==> config.mk <==
export PLATFORM = sky130hd
export DESIGN_NAME = ring_list_sort_dedup_top
export DESIGN_NICKNAME = d
export VERILOG_FILES = /design/src/hdl/rlsd_pkg.sv /design/src/hdl/ring_list_sort_dedup_top.sv /design/src/hdl/rlsd_ram.sv
export SDC_FILE = /design/constraint.sdc
export NUM_CORES = 2
export LEC_CHECK = 0
export BUFFER_PORTS_ARGS = -buffer_cell sky130_fd_sc_hd__buf_2
export CORE_MARGIN = 2
export CORE_UTILIZATION = 24
export CTS_BUF_LIST = sky130_fd_sc_hd__clkbuf_2
export DETAILED_ROUTE_END_ITERATION = 10
export HOLD_SLACK_MARGIN = 0.06
export PLACE_DENSITY_LB_ADDON = 0.2
export SETUP_SLACK_MARGIN = 0.15
export SKIP_CTS_REPAIR_TIMING = 1
export SYNTH_ARGS = -nofsm -noshare
export SYNTH_HDL_FRONTEND = slang
export SYNTH_HIERARCHICAL = 1
export SYNTH_SLANG_ARGS = --single-unit
export TNS_END_PERCENT = 100
==> constraint.sdc <==
create_clock -name clk -period 11.35 [get_ports clk]
set_input_delay 0 -clock clk [delete_from_list [all_inputs] [get_ports clk]]
set_output_delay 0 -clock clk [all_outputs]
set_load 0.005 [all_outputs]
==> src/hdl/rlsd_pkg.sv <==
// ----------------------------------------------------------------------------
// rlsd_pkg
// Command codes, status codes and shared types for the ring list block.
// ----------------------------------------------------------------------------
package rlsd_pkg;

  localparam logic [2:0] MODE_INS_FRONT = 3'd0;
  localparam logic [2:0] MODE_INS_BACK  = 3'd1;
  localparam logic [2:0] MODE_DEL_FRONT = 3'd2;
  localparam logic [2:0] MODE_DEL_BACK  = 3'd3;
  localparam logic [2:0] MODE_SORT      = 3'd4;
  localparam logic [2:0] MODE_DEDUP     = 3'd5;
  localparam logic [2:0] MODE_READ      = 3'd6;
  localparam logic [2:0] MODE_NONE      = 3'd7;

  localparam logic [1:0] ST_OK    = 2'd0;
  localparam logic [1:0] ST_EMPTY = 2'd1;
  localparam logic [1:0] ST_FULL  = 2'd2;

  typedef logic signed [31:0] word_t;

endpackage

==> src/hdl/ring_list_sort_dedup_top.sv <==
// ----------------------------------------------------------------------------
// ring_list_sort_dedup_top
// Bounded circular list: end insert/delete, exchange sort, dedup, read-out.
// ----------------------------------------------------------------------------
//  channel | signals                                  | direction
//  in      | in_valid, in_stall, mode, value          | into block
//  out     | out_valid, out_stall, status, entry_value, | out of block
//          | entry_count, last                        |
//
//  Insert/delete/empty/bad mode: a single result per command.
//  Read-out: one entry at a time, paced by the one RAM read port.
//  Sort: n(n-1)/2 compared pairs; an exchange adds a write state (S_SO_W).
//  Dedup: a single pass. rst clears state, out_valid, front index and count.
//  A stalled result holds; no new command is taken until all results go.
// ----------------------------------------------------------------------------
module ring_list_sort_dedup_top #(
  parameter int DEPTH = 32
) (
  input  logic        clk,
  input  logic        rst,
  input  logic        in_valid,
  output logic        in_stall,
  input  logic [2:0]  mode,
  input  logic signed [31:0] value,
  output logic        out_valid,
  input  logic        out_stall,
  output logic [1:0]  status,
  output logic signed [31:0] entry_value,
  output logic [5:0]  entry_count,
  output logic        last
);

  localparam int AW = (DEPTH > 1) ? $clog2(DEPTH) : 1;
  localparam logic [5:0] DEPTH_C = 6'(DEPTH);

  localparam logic [3:0] S_IDLE  = 4'd0;
  localparam logic [3:0] S_OUT   = 4'd1;
  localparam logic [3:0] S_RD_A  = 4'd2;
  localparam logic [3:0] S_RD_W  = 4'd3;
  localparam logic [3:0] S_RD_O  = 4'd4;
  localparam logic [3:0] S_SO_A  = 4'd5;
  localparam logic [3:0] S_SO_B  = 4'd6;
  localparam logic [3:0] S_SO_C  = 4'd7;
  localparam logic [3:0] S_SO_W  = 4'd8;
  localparam logic [3:0] S_DD_W  = 4'd9;
  localparam logic [3:0] S_DD_R  = 4'd10;
  localparam logic [3:0] S_DD_C  = 4'd11;

  logic [3:0]    state;
  logic [AW-1:0] front;
  logic [5:0]    count;
  logic [5:0]    pi, pj;
  rlsd_pkg::word_t va, vb;

  logic          we;
  logic [AW-1:0] waddr, raddr;
  logic [31:0]   wdata, rdata;

  rlsd_ram #(.WIDTH(32), .DEPTH(DEPTH)) u_ram (
    .clk(clk), .we(we), .waddr(waddr), .wdata(wdata),
    .raddr(raddr), .rdata(rdata)
  );

  function automatic logic [AW-1:0] slot(input logic [AW-1:0] f, input logic [5:0] p);
    logic [6:0] s;
    s = 7'(f) + 7'(p);
    if (s >= 7'(DEPTH)) s = s - 7'(DEPTH);
    return s[AW-1:0];
  endfunction

  assign in_stall = (state != S_IDLE);
  logic take;
  assign take = in_valid && !in_stall;
  logic out_go;
  assign out_go = out_valid && !out_stall;
  assign entry_count = count;

  always_comb begin
    we = 1'b0;
    waddr = slot(front, pi);
    wdata = value;
    raddr = slot(front, pi);
    if (state == S_IDLE && take) begin
      if (mode == rlsd_pkg::MODE_INS_FRONT && count < DEPTH_C) begin
        we = 1'b1;
        waddr = (front == '0) ? AW'(DEPTH - 1) : front - 1'b1;
      end else if (mode == rlsd_pkg::MODE_INS_BACK && count < DEPTH_C) begin
        we = 1'b1;
        waddr = slot(front, count);
      end
    end
    if (state == S_SO_B || state == S_SO_C) raddr = slot(front, pj);
    if (state == S_SO_C && $signed(rdata) < va) begin
      we = 1'b1; waddr = slot(front, pi); wdata = rdata;
    end
    if (state == S_SO_W) begin
      we = 1'b1; waddr = slot(front, pj); wdata = va;
    end
    if (state == S_DD_W || state == S_DD_R) raddr = slot(front, pj);
    if (state == S_DD_C && rdata != va) begin
      we = 1'b1; waddr = slot(front, pi + 6'd1); wdata = rdata;
    end
  end

  always_ff @(posedge clk) begin
    if (rst) begin
      state <= S_IDLE;
      front <= '0;
      count <= '0;
      out_valid <= 1'b0;
    end else begin
      if (out_go) out_valid <= 1'b0;
      unique case (state)
        S_IDLE: if (take) begin
          entry_value <= '0;
          last <= 1'b1;
          pi <= '0;
          if (mode == rlsd_pkg::MODE_INS_FRONT || mode == rlsd_pkg::MODE_INS_BACK) begin
            state <= S_OUT;
            out_valid <= 1'b1;
            if (count >= DEPTH_C) status <= rlsd_pkg::ST_FULL;
            else begin
              status <= rlsd_pkg::ST_OK;
              count <= count + 6'd1;
              if (mode == rlsd_pkg::MODE_INS_FRONT)
                front <= (front == '0) ? AW'(DEPTH - 1) : front - 1'b1;
            end
          end else if (mode != rlsd_pkg::MODE_NONE && count == '0) begin
            status <= rlsd_pkg::ST_EMPTY;
            state <= S_OUT;
            out_valid <= 1'b1;
          end else if (mode == rlsd_pkg::MODE_DEL_FRONT
                       || mode == rlsd_pkg::MODE_DEL_BACK) begin
            status <= rlsd_pkg::ST_OK;
            state <= S_OUT;
            out_valid <= 1'b1;
            count <= count - 6'd1;
            if (mode == rlsd_pkg::MODE_DEL_FRONT) front <= slot(front, 6'd1);
          end else if (mode == rlsd_pkg::MODE_READ) begin
            status <= rlsd_pkg::ST_OK;
            state <= S_RD_A;
          end else if (mode == rlsd_pkg::MODE_SORT) begin
            status <= rlsd_pkg::ST_OK;
            state <= (count < 6'd2) ? S_OUT : S_SO_A;
            out_valid <= (count < 6'd2);
            pj <= 6'd1;
          end else if (mode == rlsd_pkg::MODE_DEDUP) begin
            status <= rlsd_pkg::ST_OK;
            state <= S_DD_W; pj <= '0;
          end else begin
            status <= rlsd_pkg::ST_OK;
            state <= S_OUT;
            out_valid <= 1'b1;
          end
        end
        S_OUT: if (out_go) state <= S_IDLE;
        S_RD_A: state <= S_RD_W;
        S_RD_W: begin
          entry_value <= rdata;
          last <= (pi + 6'd1 == count);
          out_valid <= 1'b1;
          state <= S_RD_O;
        end
        S_RD_O: if (out_go) begin
          if (last) state <= S_IDLE;
          else begin pi <= pi + 6'd1; state <= S_RD_A; end
        end
        S_SO_A: state <= S_SO_B;
        S_SO_B: begin va <= rdata; state <= S_SO_C; end
        S_SO_C: begin
          if ($signed(rdata) < va) begin
            state <= S_SO_W;
          end else if (pj + 6'd1 < count) begin
            pj <= pj + 6'd1; state <= S_SO_A;
          end else if (pi + 6'd2 < count) begin
            pi <= pi + 6'd1; pj <= pi + 6'd2; state <= S_SO_A;
          end else begin
            out_valid <= 1'b1; state <= S_OUT;
          end
        end
        S_SO_W: begin
          if (pj + 6'd1 < count) begin
            pj <= pj + 6'd1; state <= S_SO_A;
          end else if (pi + 6'd2 < count) begin
            pi <= pi + 6'd1; pj <= pi + 6'd2; state <= S_SO_A;
          end else begin
            out_valid <= 1'b1; state <= S_OUT;
          end
        end
        S_DD_W: begin pj <= 6'd1; state <= S_DD_R; end
        S_DD_R: begin
          if (pj == 6'd1) va <= rdata;
          if (pj >= count) begin
            count <= pi + 6'd1; out_valid <= 1'b1; state <= S_OUT;
          end else state <= S_DD_C;
        end
        S_DD_C: begin
          if (rdata != va) begin pi <= pi + 6'd1; va <= rdata; end
          pj <= pj + 6'd1;
          state <= S_DD_R;
        end
        default: state <= S_IDLE;
      endcase
    end
  end

  assert property (@(posedge clk) disable iff (rst) count <= DEPTH_C)
    else $error("count above depth");
  assert property (@(posedge clk) disable iff (rst) out_valid |-> !take)
    else $error("command taken while result pending");
  assert property (@(posedge clk) disable iff (rst)
    (out_go && last) |=> state == S_IDLE)
    else $error("no return to idle after final result");

endmodule

==> src/hdl/rlsd_ram.sv <==
// ----------------------------------------------------------------------------
// rlsd_ram
// Generic simple dual-port RAM, one write and one read per cycle, registered read.
// ----------------------------------------------------------------------------
module rlsd_ram #(
  parameter int WIDTH = 32,
  parameter int DEPTH = 32
) (
  input  logic                     clk,
  input  logic                     we,
  input  logic [$clog2(DEPTH)-1:0] waddr,
  input  logic [WIDTH-1:0]         wdata,
  input  logic [$clog2(DEPTH)-1:0] raddr,
  output logic [WIDTH-1:0]         rdata
);

  logic [WIDTH-1:0] mem [DEPTH];

  always_ff @(posedge clk) begin
    if (we) begin
      mem[waddr] <= wdata;
    end
    rdata <= mem[raddr];
  end

endmodule
== After elaboration in Yosys (flattened, before gate mapping) ==
Memories as Yosys holds them, arrays and structs flattened. A register that Yosys moved wholly into a read port is not among the register bits.
Index checks and enable logic that the tools add are counted.
W data, S select, Z words.

* $add $sub $neg: 16
* Reduce and logical (&&, ||, !) cells: 35
* Mux-type cells: 96
* Order comparisons: 12
* Bitwise gates (word level): 1
* Equal/unequal tests: 40

{| class="wikitable"
|+ Operator list
! operator !! count
|-
| $mux W32 || 6
|-
| $mux W6 || 23
|-
| $mux W5 || 20
|-
| $pmux W32 S3 || 1
|-
| $pmux W32 S2 || 1
|-
| $pmux W6 S5 || 2
|-
| $mux W4 || 12
|-
| $pmux W4 S11 || 1
|-
| $lt A32 B32 Y1 || 1
|-
| $ne A32 B32 Y1 || 1
|-
| $sub A5 B1 Y5 const B || 6
|-
| $add A5 B6 Y7 || 4
|-
| $ge A7 B6 Y1 const B || 4
|-
| $ne A2 B2 Y1 const B || 12
|-
| $mux W1 || 22
|-
| $add A6 B1 Y6 const B || 3
|-
| $eq A4 B3 Y1 const B || 4
|-
| $eq A4 B4 Y1 const B || 4
|-
| $reduce_and A7 Y1 || 2
|-
| $ge A6 B6 Y1 const B || 2
|-
| $lt A6 B6 Y1 || 2
|-
| $pmux W6 S2 || 1
|-
| $reduce_bool A5 Y1 || 2
|-
| $eq A3 B3 Y1 const B || 3
|-
| 35 further kinds || 61
|}

* Word-level logic and storage cells: 211
* Memories: 1
* RAM bits: 1024
* Flip-flop bits (word level): 95
* Input bits: 39

{| class="wikitable"
|+ Memories
! memory !! depth !! bits a word !! read ports !! clocked after Yosys merged registers in !! wr ports !! line !! RTL
|-
| u_ram.mem || 32 || 32 || 1 || 1 || 1 || rlsd_ram.sv:17 || <nowiki>logic [WIDTH-1:0] mem [DEPTH];</nowiki>
|}

== Longest topological paths before layout ==
* Depth after elaboration: 11
* Mapped depth: 14

== Cells and area by module ==
The synthesis kept the hierarchy.

{| class="wikitable"
|+ Modules (own cells, without submodules)
! module !! seq. area each (um^2) !! area each (um^2) !! cells an instance !! times used
|-
| rlsd_ram || 31390.1 || 40492.6 || 2260 || 1
|-
| ring_list_sort_dedup_top || 2692.6 || 8042.7 || 902 || 1
|}

== Least setup slack after synthesis ==
No wires, ideal clock.

* Kind: register -> register
* Start point: register count[0] (netlist: entry_count[0])
* End point: memory u_ram.mem[17][0] (enable)
* Arrival: 4.106 ns
* Required time: 10.929 ns
* Setup time: 0.421 ns
* Stages on the path, launching flop included: 13
* Path buffers: 0
* Path slack: 6.823 ns
* Cells stage by stage: dfxtp_1 > ha_1 > inv_1 > fa_1 > nor2b_1 > o21a_1 > o21ai_0 > a31oi_1 > xnor2_1 > a211oi_1 > o22ai_1 > or3b_2 > nor2_1

* Elaborated cells on any way between the ends: 21

{| class="wikitable"
|+ RTL lines
! what !! line !! RTL
|-
| from (decl) || ring_list_sort_dedup_top.sv:51 || <nowiki>logic [5:0] count;</nowiki>
|-
| from (signal assigned) || ring_list_sort_dedup_top.sv:124 || <nowiki>count <= count + 6'd1;</nowiki>
|-
| from (signal assigned) || ring_list_sort_dedup_top.sv:137 || <nowiki>count <= count - 6'd1;</nowiki>
|-
| $add A5 B6 Y7 || ring_list_sort_dedup_top.sv:66 || <nowiki>s = 7'(f) + 7'(p);</nowiki>
|-
| $ge A7 B6 Y1 / $sub A5 B1 Y5 (equally long branches) || ring_list_sort_dedup_top.sv:67 || <nowiki>if (s >= 7'(DEPTH)) s = s - 7'(DEPTH);</nowiki>
|-
| $mux W5 || ring_list_sort_dedup_top.sv:67 ||
|-
| $mux W5 || ring_list_sort_dedup_top.sv:87 || <nowiki>end else if (mode == rlsd_pkg::MODE_INS_BACK && count < DEPTH_C) begin</nowiki>
|-
| $mux W5 * || ring_list_sort_dedup_top.sv:84 || <nowiki>if (mode == rlsd_pkg::MODE_INS_FRONT && count < DEPTH_C) begin</nowiki>
|-
| $mux W5 * || ring_list_sort_dedup_top.sv:83 || <nowiki>if (state == S_IDLE && take) begin</nowiki>
|-
| $mux W5 * || ring_list_sort_dedup_top.sv:93 || <nowiki>if (state == S_SO_C && $signed(rdata) < va) begin</nowiki>
|-
| $mux W5 * || ring_list_sort_dedup_top.sv:96 || <nowiki>if (state == S_SO_W) begin</nowiki>
|-
| $mux W5 * || ring_list_sort_dedup_top.sv:100 || <nowiki>if (state == S_DD_C && rdata != va) begin</nowiki>
|-
| net waddr[4] || ring_list_sort_dedup_top.sv:56 || <nowiki>logic [AW-1:0] waddr, raddr;</nowiki>
|-
| to (decl) || rlsd_ram.sv:17 ||
|}

The timed path passes the listed nets; every way through them passes the cells marked *.

== Final worst setup path ==
* Start point: register u_ram.rdata[14], read port of u_ram.mem
* End point: memory u_ram.mem[21][17] (enable)

* Elaborated cells on any way between the ends: 12

{| class="wikitable"
|+ RTL lines
! what !! line !! RTL
|-
| from (decl) || rlsd_ram.sv:14 || <nowiki>output logic [WIDTH-1:0] rdata</nowiki>
|-
| $lt A32 B32 Y1 || ring_list_sort_dedup_top.sv:93 ||
|-
| $logic_and A1 B1 Y1 || ring_list_sort_dedup_top.sv:93 ||
|-
| $mux W5 || ring_list_sort_dedup_top.sv:93 ||
|-
| $mux W5 || ring_list_sort_dedup_top.sv:96 ||
|-
| $mux W5 * || ring_list_sort_dedup_top.sv:100 ||
|-
| net waddr[4] || ring_list_sort_dedup_top.sv:56 ||
|}

Marked as above.

==> run_results.csv <==
group,metric,value,unit
detailed_routing,drt-pass1-iter-count,7,
grt,antenna_found_initial,10,
worst_hold_path,hold_path_class,"input pin to flip-flop",
die,die_h,453.7,um
detailed_routing,wl_per_cell,23.72,um
sta,period_minus_slack,5.772,ns
grt,grt_pass1_wl,217500,um
yosys,synth_area_leaders,"edfxtp_1 68%, mux2i_1 11%, dfxtp_1 2.0%",
worst_setup_path,cp_max_fo,73,
sta,slew_headroom,9.442,%
power,power.switching,0.003506,W
yosys,synth_flop_cell,"edfxtp_1",
yosys,synth.top_cell.area_share,68.24,%
cells_and_area,fin_util,27.84,%
detailed_routing,route.vias.total,29180,
yosys,syn_avg_cell_area,15.35,um^2
detailed_routing,drtIter0Drc,1888,
clocking,cts_buffers,329,
worst_setup_path,cp_data_arrival_time,6.96,ns
cells_and_area,drive_gt1_share,20.74,%
detailed_routing,via_per_inst,4.498,
die,core,201500,um^2
sta,fin_crit_sh,50.85,%
grt,grt_pass1_vias,29130,
clocking,clkTransAtPathRegs,0.11,ns
sta,fin_tns_setup,0,ns
die,die_w,453.7,um
detailed_routing,drtAntennaViolNets,0,
worst_setup_path,crit_type,"flip-flop to flip-flop",
power,power_frac_clock,28.4,%
cells_and_area,layout_common_cells,"1103 x edfxtp_1, 520 x mux2i_1, 501 x clkbuf_2, 164 x nand2_1, 148 x a21oi_1",
worst_setup_path,crit_path_end_kind,"flip-flop",
clocking,h-tree-depth,5,
power,power.internal,0.006890,W
sta,slew_viol_final,0,
yosys,yosys_register_bits,1151,
power,leakagePower,19.96,nW
clocking,cts-root-buf,"clkbuf_2",
yosys,ys_warn_count,6,
yosys,synth.largest_area_cell,"edfxtp_1",
die,ios,82,
power,total_power,0.01040,W
die,die_area,205800,um^2
clocking,cts_tree,"done",
grt,grt_max_degree,106,
grt,grt.total_usage,14.65,%
sta,hold_viol_final,0,
status,status,"finished clean",
yosys,synth-async-reset-ratio,0,%
place,place_ws,5.718,ns
power,p_per_area,185.3,nW/um^2
sta,rsz0062_at_grt,"no",
grt,grt.overflow.total,0,
place,gp_congestion,0.7853,
sta,worst_pin_slew,1.355,ns
cells_and_area,syn_to_final_growth,15.60,%
yosys,syn_nets,3282,
detailed_routing,route.detailed.drc,0,
power,pwr-share-comb,21.4,%
die,rows,165,
clocking,cts_buffer_depth,4,
clocking,clk_latency,1.65,ns
power,p_sw_share,33.73,%
yosys,seq_area_frac_synth,70.22,%
die,start_util,24.09,%
detailed_routing,routed_wl,153900,um
sta,clock_skew,0.1661,ns
sta,setup_viol,0,
yosys,synth_edf_count,1103,
run,drv_cap,0,
cells_and_area,layout_commonest_cell,"edfxtp_1",
cells_and_area,nets,3696,
power,pwr-share-seq,50.3,%
yosys,synthesis.area,48540,um^2
sta,fmax,0.1733,GHz
sta,setup_ws,5.578,ns
worst_setup_path,worstPathRequired,12.54,ns
yosys,synth_cell_type_count,68,
yosys,syn_inst,3162,
worst_setup_path,start_kind,"flip-flop",
power,ir_drop,102.0,uV
clocking,clock-sinks,1151,
place,port_buffers,81,
place,dp_hpwl,91650,um
==> flip-flops by register name (all words and copies together), names as in the netlist <==
signal       flops
u_ram/mem     1024
entry_value     32
u_ram/rdata     32
va              32
entry_count      6
pi               6
pj               6
front            5
state            4
status           2
last             1
out_valid        1
==> cell usage after synthesis (5+ instances only) <==
cell,count
a22o_1,64
a22oi_1,96
buf_6,22
nand3b_1,7
and2_1,37
nor3_1,76
a21oi_1,149
nor2_1,105
a21o_1,16
edfxtp_1,1103
nand4_1,9
a211oi_1,8
nand3_1,119
a211oi_2,34
inv_1,67
o31ai_1,6
o21ai_0,58
nor4_1,5
clkbuf_1,69
nand2_1,169
or3_1,5
o22ai_1,39
ha_1,76
nor2b_1,12
nand2b_1,11
buf_2,39
o211ai_1,7
buf_1,10
xor2_1,16
buf_4,36
fa_1,5
xnor2_1,25
mux2i_1,520
o21a_1,8
dfxtp_1,48
a31oi_1,36
==> critical path: stages, from the launching register on <==
cell	delay, ns
dfxtp_1	0.69
ha_1	0.25
nand4_1	0.25
nor4_1	0.45
nand4_1	0.32
nand2_2	0.18
buf_4	0.60
nand2_1	0.10
o22ai_1	0.69
nand3b_1	0.50
nor2_4	0.80
buf_4	0.49
==> power groups by stage <==
stage	clock [W]	sequential, W	combinational (W)
after CTS	0.00309	0.00522	0.00223
after global placement	0	0.00532	0.00222
after detailed placement	0	0.00532	0.00222
final	0.00295	0.00523	0.00222
after global routing	0.00329	0.00524	0.00240
after floorplan	0	0.00517	0.00139
==> area by class of cell <==
class	instances	area [um^2]
Fill cell	20700	145400
Sequential cell	1151	34080
Multi-Input combinational cell	1765	13590
Tap cell	2672	3343
Clock buffer	501	2507
Timing Repair Buffer	261	2014
Clock inverter	59	281.5
Inverter	68	255.2
Antenna cell	11	27.53
==> path summary, 6_finish.rpt <==
| check | start | to | slack (ns) | cells past startpoint |
|---|---|---|---|---|
| worst min-delay path | in_valid | out_valid$_SDFF_PP0_ | 0.18 | 7 |
| worst max-delay path | u_ram/rdata[14]$_DFF_P_ | u_ram/mem[21][17]$_DFFE_PP_ | 5.58 | 11 |
| worst max register to register | u_ram/rdata[14]$_DFF_P_ | u_ram/mem[21][17]$_DFFE_PP_ | 5.58 | 11 |
| worst min register to register | u_ram/rdata[0]$_DFF_P_ | va[0]$_DFFE_PP_ | 0.48 | 0 |
==> through the flow <==
| step | cell area (um^2) | instances | hold WS [ns] |
|---|---|---|---|
| after global routing | 56100 | 6484 | 0.04009 |
| final | 56110 | 6488 | 0.1810 |
| after CTS | 55200 | 6389 | -1.344 |
| after detailed placement | 52410 | 5829 | 0.4033 |
| after global placement | 52410 | 5829 | 0.4081 |
| after floorplan | 48540 | 3162 | 0.1939 |
==> cell families after synthesis <==
logic type,after synthesis,synth area share (%)
fa+ha+maj,81,2.165
mux,520,10.72
flops,1151,70.22
buf+inv,246,2.637
simple gates,577,5.664
xor+xnor,41,0.7399
compound gates,546,7.847
==> metal layers <==
metal / routed length (um) / vias up / GRT usage, %
met2: 70540 / 705 / 22.78
met5: 0 / - / 0
met1: 73060 / 14920 / 20.33
met4: 4016 / 0 / 5.020
met3: 6267 / 261 / 2.833
li1: - / 13290 / -
Power figures use the tool's default switching activity.
